<file path="src/hw/rtl/bcw_pkg.sv">
// bcw_pkg: shared types and constants for the bbr congestion-window engine
// used by bcw_divider and bbr_congestion_window_top; no dependencies
package bcw_pkg;

   // event kinds carried in req_tuser
   localparam logic [1:0] EV_INIT = 2'd0;
   localparam logic [1:0] EV_RTT  = 2'd1;
   localparam logic [1:0] EV_ACK  = 2'd2;
   localparam logic [1:0] EV_RTO  = 2'd3;

   // phase codes carried in rsp_tuser
   localparam logic [1:0] PH_STARTUP = 2'd0;
   localparam logic [1:0] PH_DRAIN   = 2'd1;
   localparam logic [1:0] PH_PROBE_BW  = 2'd2;
   localparam logic [1:0] PH_PROBE_RTT = 2'd3;

   // register indexes
   localparam logic [1:0] REG_SEGMENT  = 2'd0;
   localparam logic [1:0] REG_INIT_WIN = 2'd1;
   localparam logic [1:0] REG_FILTER   = 2'd2;
   localparam logic [1:0] REG_PROBE    = 2'd3;

   localparam logic [13:0] SEGMENT_RESET  = 14'd1460;
   localparam logic [15:0] INIT_WIN_RESET = 16'd4380;
   localparam logic [30:0] FILTER_RESET   = 31'd10000;
   localparam logic [30:0] PROBE_RESET    = 31'd200;

   localparam logic [11:0] STARTUP_GAIN = 12'd2885;   // 2885/1024, about 2.817, in q10
   localparam logic [15:0] WIN_MAX      = 16'hFFFF;
   localparam int          DIV_STEPS    = 48;

   typedef struct packed {
      logic        start;
      logic [47:0] dividend;
      logic [31:0] divisor;
   } div_req_type;

   typedef struct packed {
      logic        busy;
      logic        done;
      logic [47:0] quotient;
   } div_sts_type;

   // probe-bandwidth gain cycle, q10
   function automatic logic [10:0] gain_q10(input logic [2:0] idx);
      logic [10:0] g;
      case (idx)
         3'd3, 3'd6: g = 11'd1280;
         default:    g = 11'd1024;
      endcase
      return g;
   endfunction

endpackage

</file>
<file path="src/hw/rtl/bbr_congestion_window_top.sv">
// bbr_congestion_window_top: bbr v1 congestion-window engine with csr port
// depends on bcw_pkg and bcw_divider
//
//  channel  | direction | transfer contents
//  req_*    | in        | tuser: kind; tdata: time_now, rtt_sample, newly_acked, flight
//  rsp_*    | out       | tuser: phase_out; tdata: window, bandwidth, min_rtt
//  csr_*    | in/out    | apb writes and reads of the four registers
//
// init and rtt events go from the exec state straight to done; timeouts pass
// through the multiply, bdp and post states; an ack that closes a round with a rate
// sample adds the serial 48/32 division (one quotient bit per cycle)
// req_tready is high only while the sequencer is idle; a result waits in
// the output register while the next event is accepted
// synchronous active-high reset loads register defaults and clears state
module bbr_congestion_window_top #(
   parameter int TIME_BITS = 32
) (
   input  logic        clock,
   input  logic        reset,
   input  logic        req_tvalid,
   output logic        req_tready,
   input  logic [95:0] req_tdata,   // time_now, rtt_sample, newly_acked, bytes_in_flight
   input  logic [1:0]  req_tuser,   // kind
   output logic        rsp_tvalid,
   input  logic        rsp_tready,
   output logic [79:0] rsp_tdata,   // window_bytes, bandwidth_estimate, min_rtt_estimate
   output logic [1:0]  rsp_tuser,   // phase_out
   input  logic        csr_psel,
   input  logic        csr_penable,
   input  logic        csr_pwrite,
   input  logic [3:0]  csr_paddr,
   input  logic [31:0] csr_pwdata,
   output logic [31:0] csr_prdata,
   output logic        csr_pready
);
   import bcw_pkg::*;

   typedef enum logic [3:0] {
      ST_IDLE, ST_EXEC, ST_MUL, ST_BDP, ST_POST, ST_ROUND,
      ST_DIV, ST_BW, ST_NEWINT, ST_MULT, ST_APPLY, ST_DONE
   } state_type;

   typedef enum logic [1:0] {CTX_RTO, CTX_DRAIN, CTX_PHASE} ctx_type;

   // configuration registers
   logic [13:0] seg_ff;
   logic [15:0] init_win_ff;
   logic [30:0] filter_ff;
   logic [30:0] probe_ff;

   // engine state
   state_type            state_ff;
   ctx_type              ctx_ff;
   logic [15:0]          window_ff;
   logic [1:0]           phase_ff;
   logic [31:0]          min_rtt_ff;
   logic [TIME_BITS-1:0] rtt_exp_ff;
   logic [31:0]          bw_ff;
   logic [TIME_BITS-1:0] bw_exp_ff;
   logic [31:0]          deliv_ff;
   logic [TIME_BITS-1:0] ib_ff;
   logic [2:0]           gain_idx_ff;
   logic [TIME_BITS-1:0] prb_ff;
   logic [1:0]           rounds_ff;
   logic                 pending_ff;

   // latched event
   logic [1:0]           kind_ff;
   logic [TIME_BITS-1:0] now_ff;
   logic [31:0]          sample_ff;
   logic [15:0]          acked_ff;
   logic [15:0]          flight_ff;
   logic [15:0]          bdp_ff;

   // shared multiplier
   logic [31:0] mul_a;
   logic [31:0] mul_b;
   logic [63:0] prod_ff;

   // result register
   logic        rsp_valid_ff;
   logic [79:0] rsp_data_ff;
   logic [1:0]  rsp_phase_ff;

   div_req_type div_req;
   div_sts_type div_sts;

   logic [15:0]          floor4;
   logic [47:0]          prod_hi;
   logic [15:0]          bdp_calc;
   logic [15:0]          base;
   logic [17:0]          grow;
   logic [17:0]          scaled;
   logic [15:0]          scaled_sat;
   logic [15:0]          cut;
   logic [TIME_BITS-1:0] elapsed;
   logic [31:0]          quo_sat;
   logic [15:0]          half_bdp;
   logic                 csr_wr;

   assign floor4  = {seg_ff, 2'b00};
   assign prod_hi = prod_ff[63:16];
   assign base    = (bdp_ff != 16'd0) ? bdp_ff : floor4;
   assign cut     = {1'b0, flight_ff[15:1]};
   assign elapsed = now_ff - ib_ff;
   assign quo_sat = (div_sts.quotient[47:32] != 16'd0) ? 32'hFFFF_FFFF
                                                       : div_sts.quotient[31:0];
   assign half_bdp = {1'b0, bdp_ff[15:1]};
   assign grow    = {2'b00, window_ff} + {5'b0, window_ff[15:3]} + {4'b0, seg_ff};
   assign scaled  = prod_ff[27:10];
   assign scaled_sat = (scaled[17:16] != 2'b00) ? WIN_MAX : scaled[15:0];

   // bandwidth-delay product from the registered product
   always_comb begin
      if (bw_ff == 32'd0 || min_rtt_ff == 32'd0) begin
         bdp_calc = 16'd0;
      end else if (prod_hi < {32'd0, floor4}) begin
         bdp_calc = floor4;
      end else if (prod_hi > {32'd0, WIN_MAX}) begin
         bdp_calc = WIN_MAX;
      end else begin
         bdp_calc = prod_hi[15:0];
      end
   end

   // multiplier operand select
   always_comb begin
      if (state_ff == ST_MUL) begin
         mul_a = bw_ff;
         mul_b = min_rtt_ff;
      end else if (phase_ff == PH_STARTUP) begin
         mul_a = {16'd0, bdp_ff};
         mul_b = {20'd0, STARTUP_GAIN};
      end else begin
         mul_a = {16'd0, base};
         mul_b = {21'd0, gain_q10(gain_idx_ff)};
      end
   end

   always_ff @(posedge clock) begin
      prod_ff <= mul_a * mul_b;
   end

   assign div_req.start    = (state_ff == ST_ROUND) && pending_ff && (ib_ff != '0)
                             && (now_ff > ib_ff) && (deliv_ff != 32'd0);
   assign div_req.dividend = {deliv_ff, 16'd0};
   assign div_req.divisor  = 32'(elapsed);

   bcw_divider u_div (
      .clock (clock),
      .reset (reset),
      .req   (div_req),
      .sts   (div_sts)
   );

   // csr port
   assign csr_pready = 1'b1;
   assign csr_wr     = csr_psel && csr_penable && csr_pwrite;

   always_comb begin
      unique case (csr_paddr[3:2])
         REG_SEGMENT:  csr_prdata = {18'd0, seg_ff};
         REG_INIT_WIN: csr_prdata = {16'd0, init_win_ff};
         REG_FILTER:   csr_prdata = {1'b0, filter_ff};
         REG_PROBE:    csr_prdata = {1'b0, probe_ff};
         default:      csr_prdata = 32'd0;
      endcase
   end

   always_ff @(posedge clock) begin
      if (reset) begin
         seg_ff      <= SEGMENT_RESET;
         init_win_ff <= INIT_WIN_RESET;
         filter_ff   <= FILTER_RESET;
         probe_ff    <= PROBE_RESET;
      end else if (csr_wr) begin
         unique case (csr_paddr[3:2])
            REG_SEGMENT:  seg_ff      <= csr_pwdata[13:0];
            REG_INIT_WIN: init_win_ff <= csr_pwdata[15:0];
            REG_FILTER:   filter_ff   <= csr_pwdata[30:0];
            REG_PROBE:    probe_ff    <= csr_pwdata[30:0];
            default:      ;
         endcase
      end
   end

   assign req_tready = (state_ff == ST_IDLE);
   assign rsp_tvalid = rsp_valid_ff;
   assign rsp_tdata  = rsp_data_ff;
   assign rsp_tuser  = rsp_phase_ff;

   // event sequencer
   always_ff @(posedge clock) begin
      if (reset) begin
         state_ff     <= ST_IDLE;
         ctx_ff       <= CTX_RTO;
         window_ff    <= INIT_WIN_RESET;
         phase_ff     <= PH_STARTUP;
         min_rtt_ff   <= '0;
         rtt_exp_ff   <= '0;
         bw_ff        <= '0;
         bw_exp_ff    <= '0;
         deliv_ff     <= '0;
         ib_ff        <= '0;
         gain_idx_ff  <= '0;
         prb_ff       <= '0;
         rounds_ff    <= '0;
         pending_ff   <= 1'b0;
         rsp_valid_ff <= 1'b0;
      end else begin
         // in the done state the result register is reloaded instead
         if (rsp_valid_ff && rsp_tready && state_ff != ST_DONE) begin
            rsp_valid_ff <= 1'b0;
         end
         unique case (state_ff)
            ST_IDLE: begin
               if (req_tvalid) begin
                  kind_ff   <= req_tuser;
                  now_ff    <= TIME_BITS'(req_tdata[31:0]);
                  sample_ff <= req_tdata[63:32];
                  acked_ff  <= req_tdata[79:64];
                  flight_ff <= req_tdata[95:80];
                  state_ff  <= ST_EXEC;
               end
            end
            ST_EXEC: begin
               unique case (kind_ff)
                  EV_INIT: begin
                     phase_ff    <= PH_STARTUP;
                     gain_idx_ff <= '0;
                     rounds_ff   <= '0;
                     pending_ff  <= 1'b0;
                     min_rtt_ff  <= '0;
                     rtt_exp_ff  <= '0;
                     bw_ff       <= '0;
                     bw_exp_ff   <= '0;
                     deliv_ff    <= '0;
                     ib_ff       <= '0;
                     prb_ff      <= '0;
                     window_ff   <= init_win_ff;
                     state_ff    <= ST_DONE;
                  end
                  EV_RTT: begin
                     if (sample_ff != 32'd0 && (min_rtt_ff == 32'd0
                         || now_ff >= rtt_exp_ff || sample_ff < min_rtt_ff)) begin
                        min_rtt_ff <= sample_ff;
                        rtt_exp_ff <= now_ff + TIME_BITS'(filter_ff);
                     end
                     pending_ff <= 1'b1;
                     state_ff   <= ST_DONE;
                  end
                  EV_ACK: begin
                     deliv_ff <= deliv_ff + {16'd0, acked_ff};
                     if (phase_ff == PH_DRAIN) begin
                        ctx_ff   <= CTX_DRAIN;
                        state_ff <= ST_MUL;
                     end else begin
                        state_ff <= ST_ROUND;
                     end
                  end
                  default: begin
                     ctx_ff   <= CTX_RTO;
                     state_ff <= ST_MUL;
                  end
               endcase
            end
            ST_MUL: begin
               state_ff <= ST_BDP;
            end
            ST_BDP: begin
               bdp_ff   <= bdp_calc;
               state_ff <= ST_POST;
            end
            ST_POST: begin
               unique case (ctx_ff)
                  CTX_RTO: begin
                     if (min_rtt_ff != 32'd0 && now_ff < rtt_exp_ff) begin
                        window_ff <= (half_bdp < floor4) ? floor4 : half_bdp;
                     end else begin
                        window_ff <= {2'b00, seg_ff};
                     end
                     if (phase_ff == PH_STARTUP || phase_ff == PH_DRAIN) begin
                        phase_ff <= (min_rtt_ff != 32'd0) ? PH_PROBE_BW : PH_STARTUP;
                     end
                     state_ff <= ST_DONE;
                  end
                  CTX_DRAIN: begin
                     if (bdp_ff != 16'd0 && flight_ff <= bdp_ff) begin
                        phase_ff <= PH_PROBE_BW;
                        state_ff <= ST_DONE;
                     end else begin
                        if (flight_ff >= {1'b0, window_ff[15:1]} && window_ff > bdp_ff) begin
                           if (window_ff > cut && (window_ff - cut) >= bdp_ff) begin
                              window_ff <= window_ff - cut;
                           end else begin
                              window_ff <= bdp_ff;
                           end
                        end
                        state_ff <= ST_ROUND;
                     end
                  end
                  default: begin
                     unique case (phase_ff)
                        PH_STARTUP: begin
                           if (bw_ff == 32'd0 || min_rtt_ff == 32'd0) begin
                              window_ff <= (grow[17:16] != 2'b00) ? WIN_MAX : grow[15:0];
                              state_ff  <= ST_DONE;
                           end else begin
                              state_ff <= ST_MULT;
                           end
                        end
                        PH_PROBE_BW: begin
                           if (now_ff >= rtt_exp_ff) begin
                              phase_ff  <= PH_PROBE_RTT;
                              prb_ff    <= now_ff;
                              window_ff <= ({2'b00, bdp_ff[15:2]} < floor4) ? floor4
                                           : {2'b00, bdp_ff[15:2]};
                              state_ff  <= ST_DONE;
                           end else begin
                              state_ff <= ST_MULT;
                           end
                        end
                        PH_PROBE_RTT: begin
                           if (now_ff >= TIME_BITS'(prb_ff + TIME_BITS'(probe_ff))) begin
                              phase_ff <= PH_PROBE_BW;
                           end
                           state_ff <= ST_DONE;
                        end
                        default: begin
                           state_ff <= ST_DONE;
                        end
                     endcase
                  end
               endcase
            end
            ST_ROUND: begin
               if (!pending_ff) begin
                  state_ff <= ST_DONE;
               end else begin
                  pending_ff <= 1'b0;
                  state_ff   <= div_req.start ? ST_DIV : ST_NEWINT;
               end
            end
            ST_DIV: begin
               if (div_sts.done) begin
                  state_ff <= ST_BW;
               end
            end
            ST_BW: begin
               if (now_ff >= bw_exp_ff || quo_sat > bw_ff) begin
                  bw_ff     <= quo_sat;
                  bw_exp_ff <= now_ff + TIME_BITS'(filter_ff);
               end
               state_ff <= ST_NEWINT;
            end
            ST_NEWINT: begin
               deliv_ff <= '0;
               ib_ff    <= now_ff;
               ctx_ff   <= CTX_PHASE;
               state_ff <= ST_MUL;
            end
            ST_MULT: begin
               state_ff <= ST_APPLY;
            end
            ST_APPLY: begin
               if (phase_ff == PH_STARTUP) begin
                  if (scaled_sat > window_ff) begin
                     window_ff <= scaled_sat;
                  end
                  if (rounds_ff != 2'd0) begin
                     phase_ff <= PH_DRAIN;
                  end
                  if (rounds_ff != 2'd2) begin
                     rounds_ff <= rounds_ff + 2'd1;
                  end
               end else begin
                  window_ff   <= (scaled_sat < floor4) ? floor4 : scaled_sat;
                  gain_idx_ff <= gain_idx_ff + 3'd1;
               end
               state_ff <= ST_DONE;
            end
            ST_DONE: begin
               if (!rsp_valid_ff || rsp_tready) begin
                  rsp_valid_ff <= 1'b1;
                  rsp_data_ff  <= {min_rtt_ff, bw_ff, window_ff};
                  rsp_phase_ff <= phase_ff;
                  state_ff     <= ST_IDLE;
               end
            end
            default: begin
               state_ff <= ST_IDLE;
            end
         endcase
      end
   end

   // a result appears only when the sequencer finishes an event
   assert property (@(posedge clock) disable iff (reset)
      $rose(rsp_valid_ff) |-> $past(state_ff == ST_DONE))
      else $error("result raised outside completion");

   // an accepted event always starts the sequencer
   assert property (@(posedge clock) disable iff (reset)
      (req_tvalid && req_tready) |=> (state_ff == ST_EXEC))
      else $error("event transfer not executed");

   // startup round counter saturates at two
   assert property (@(posedge clock) disable iff (reset)
      rounds_ff != 2'd3)
      else $error("round counter overflow");

   // the divider only runs while the sequencer waits for it
   assert property (@(posedge clock) disable iff (reset)
      div_sts.busy |-> (state_ff == ST_DIV))
      else $error("divider busy outside wait state");

endmodule

</file>
<file path="src/hw/rtl/bcw_divider.sv">
// bcw_divider: restoring 48 by 32 bit divider, one quotient bit per cycle
// depends on bcw_pkg
module bcw_divider (
   input  logic                clock,
   input  logic                reset,
   input  bcw_pkg::div_req_type req,
   output bcw_pkg::div_sts_type sts
);
   import bcw_pkg::*;

   logic [31:0] rem_ff;
   logic [47:0] quo_ff;
   logic [31:0] div_ff;
   logic [5:0]  cnt_ff;
   logic        busy_ff;
   logic        done_ff;
   logic [32:0] trial;
   logic [32:0] diff;

   assign trial = {rem_ff, quo_ff[47]};
   assign diff  = trial - {1'b0, div_ff};

   always_ff @(posedge clock) begin
      if (reset) begin
         busy_ff <= 1'b0;
         done_ff <= 1'b0;
         cnt_ff  <= '0;
      end else begin
         done_ff <= busy_ff && (cnt_ff == 6'(DIV_STEPS - 1));
         if (req.start && !busy_ff) begin
            busy_ff <= 1'b1;
            cnt_ff  <= '0;
            rem_ff  <= '0;
            quo_ff  <= req.dividend;
            div_ff  <= req.divisor;
         end else if (busy_ff) begin
            if (!diff[32]) begin
               rem_ff <= diff[31:0];
               quo_ff <= {quo_ff[46:0], 1'b1};
            end else begin
               rem_ff <= trial[31:0];
               quo_ff <= {quo_ff[46:0], 1'b0};
            end
            if (cnt_ff == 6'(DIV_STEPS - 1)) begin
               busy_ff <= 1'b0;
            end
            cnt_ff <= cnt_ff + 6'd1;
         end
      end
   end

   assign sts.busy     = busy_ff;
   assign sts.done     = done_ff;
   assign sts.quotient = quo_ff;

endmodule

</file>
<file path="config.mk">
export PLATFORM = sky130hd
export DESIGN_NAME = bbr_congestion_window_top
export DESIGN_NICKNAME = d
export VERILOG_FILES = /design/src/hw/rtl/bcw_pkg.sv /design/src/hw/rtl/bbr_congestion_window_top.sv /design/src/hw/rtl/bcw_divider.sv
export SDC_FILE = /design/constraint.sdc
export NUM_CORES = 2
export LEC_CHECK = 0
export ABC_AREA = 1
export ABC_CLOCK_PERIOD_IN_PS = 14100
export BUFFER_PORTS_ARGS = -buffer_cell sky130_fd_sc_hd__buf_2
export CAP_MARGIN = 20
export CORE_UTILIZATION = 25
export CTS_BUF_LIST = sky130_fd_sc_hd__clkbuf_4 sky130_fd_sc_hd__clkbuf_8 sky130_fd_sc_hd__clkbuf_16
export CTS_CLUSTER_SIZE = 30
export DETAILED_ROUTE_END_ITERATION = 7
export HOLD_SLACK_MARGIN = 0.06
export PLACE_DENSITY = 0.39
export SYNTH_ARGS = -nofsm -noshare
export SYNTH_HDL_FRONTEND = slang
export SYNTH_SLANG_ARGS = --single-unit
export TNS_END_PERCENT = 20
</file>
<file path="constraint.sdc">
create_clock -name clock -period 14.1 [get_ports clock]
set_clock_uncertainty 0.2 [all_clocks]
set_input_delay 1.41 -clock clock [delete_from_list [all_inputs] [get_ports clock]]
set_output_delay 1.41 -clock clock [all_outputs]
set_load 0.02 [all_outputs]
</file>
==> reports/metrics.csv <==
metric;value;unit
layout cell share with drive strength beyond 1;0.0704;
Final Setup Violations;0;
Synth Net Count;11700;
Initial Utilization;0.252;
Final Max Tran Viols;0;
crit start category;flip-flop;
synth warn;0;
Max Freq;100;MHz
Fin. Hold Viols;0;
Final Hold Slack;0.256;ns
syn_area_per_cell;7.85;sq um
Post-synth top flop;dfxtp_1;
Routed Wire Length;348000;microns
FF-to-FF setup slack;4.14;ns
Worst Max-Slew Pin Slew;1.12;ns
commonest non-fill, non-tap cell in the layout;nand2_1;
RSZ-0062 raised after global routing;no;
Hold Path Stages;2;
Antenna Nets Post-Route;0;
vias in the first global route;69900;
Mapped Area;77900;sq um
Final WS setup;4.14;ns
setup TNS;0;ns
worst-path maximum fanout;11;
Die ar.;314000;sq um
DR vias;69100;
Max-slew headroom;0.252;
met3 routed WL;20100;microns
floorplan core area;309000;sq um
area grow syn2layout;12.7;%
Hold Crit Class;reg2reg;
CTS resizes;0;
Ports;258;
clk slew on worst S/H paths;0.06;ns
Die X;560;microns
H-tree depth;3;
max_cap viols;0;
Longest Clk Path Bufs;3;
crit path time final;9.96;ns
count of flip-flops with a built-in enable after synthesis;308;
Period Utilization, post-route;0.706;
most frequent cells in the layout;1,993 x nand2_1, 1,766 x inv_1, 1,131 x nor2_1;
Reg2Reg Depth;30;
WL met1;170000;microns
Yosys reg bits;717;
global-route wire length before repair;502000;microns
routed wl met2;148000;microns
wire per inst;24.3;microns
sequential share of the synthesized area;0.224;
clock sink count;717;
Num CTS Buffers;94;
initial antenna violation count;23;
Design Area, Final;87800;sq um
Via density;4.82;
clock latency on the worst-skew pair;0.74;ns
gr ovfl total;0;
critical path endpoint category;flip-flop;
outcome;completed;
Slowest-stage cell, CP;o21ai_0;
hold path start;prb_ff[0];
DRC viols;0;
Critical path buffers and inverters;8;
count of different cell masters after synthesis;65;
All-Layer GR Usage;0.218;
pin count of the biggest net entering global routing;97;
max incr delay on CP;0.73;ns
worst r2r src;bdp_ff[14];
Post-Place Cell Area;84500;sq um
Hold EP;prb_ff[0];
Crit. Startpoint;bdp_ff[14];
Worst R2R End;prod_ff[37];
RePlAce Congestion;0.934;
max layer used;met5;
DP HPWL;281000;microns
CTS tree;yes;
Die Y;560;microns
Synth Instances;9934;
Port Buffer Count;252;
Rows;204;
crit path DAT;10.42;ns
CP top delay family;adder cells;
Iter 0 DRT Violations;5701;
DRT Pass-1 Iters;5;
WS Path Type;reg2reg;
Post-synth ARST share;0;
CTS Hold Bufs;0;
fin nets;11900;
max FFs per register;80;
pre-CTS WS;4.17;ns
postcts setup bufs;0;
root buf cell;clkbuf_16;
data required time of the critical path;14.57;ns
## per-layer routing
layer / GRT usage / vias to the layer above
li1: - / 31900
met2: 0.331 / 2141
met5: 0 / -
met3: 0.0297 / 359
met4: 0.0548 / 4
met1: 0.324 / 34800
## cells by family (layout without fill, tap and decap cells)
family | count (synthesis) | in the layout | share of synthesized area
simple gates | 3851 | 3851 | 0.202
buf+inv | 2128 | 2403 | 0.104
other cells | 2 | 4 | 0.0000964
flops | 717 | 717 | 0.224
fa+ha+maj | 1639 | 1639 | 0.351
xor+xnor | 169 | 169 | 0.0190
compound gates | 1428 | 1428 | 0.100
## cell type report
cell class,count,area [sq um]
diodes,2,5.00
clock buffers,131,2720
clock inverters,45,564
fillers,33800,222000
inverters,1799,6760
multi-input cells,7089,52600
flip-flops and latches,717,17400
well taps,4120,5150
repair buffers,428,2650
## how the worst max path moves through the flow
stage / to / slack, ns / depth (start not counted)
after floorplan: rsp_tdata[0] / 3.74 / 2
after global placement: prod_ff[37] / 4.02 / 29
after detailed placement: prod_ff[37] / 4.17 / 30
after CTS: prod_ff[37] / 4.15 / 30
after global routing: prod_ff[37] / 3.74 / 30
final: prod_ff[37] / 4.14 / 30
## synthesized netlist by cell type, types with 11 or more instances
library cell	number	area share
xnor2_1	62	0.0070
clkbuf_1	267	0.013
o2111ai_1	11	0.0012
a21o_1	29	0.0028
o211ai_1	36	0.0035
ha_1	724	0.12
a22o_1	15	0.0017
buf_1	12	0.00058
o22ai_1	35	0.0028
a31oi_1	31	0.0025
dfxtp_1	409	0.11
nor3_1	69	0.0044
or2_2	27	0.0022
nand3_1	388	0.025
nor4_1	64	0.0051
nor2_1	1153	0.056
buf_2	46	0.0030
xor2_1	107	0.012
inv_1	1767	0.085
o21ai_0	435	0.028
a211oi_1	12	0.0012
nand4_1	106	0.0085
nand2_1	1995	0.096
inv_2	22	0.0011
o21bai_1	27	0.0026
o21a_1	24	0.0023
a21oi_1	716	0.046
fa_1	915	0.24
edfxtp_1	308	0.12
## stage by stage
step                       util  cells
after floorplan               -   9934
after global placement    0.273  14100
after detailed placement  0.273  14200
after CTS                 0.284  14300
after global routing      0.284  14300
final                     0.284  14300
## worst reg2reg max path, delay by kind of cell, from the launching register on
family | cells | cell delay (ns)
buf+inv | 8 | 0.93
fa+ha+maj | 9 | 4.53
compound gates | 5 | 1.93
flops | 1 | 0.57
simple gates | 7 | 1.57
xor+xnor | 1 | 0.14
Power is left out: the tool's default activity adds up to more than one toggle a clock period on the data nets, which glitch-free logic cannot reach.
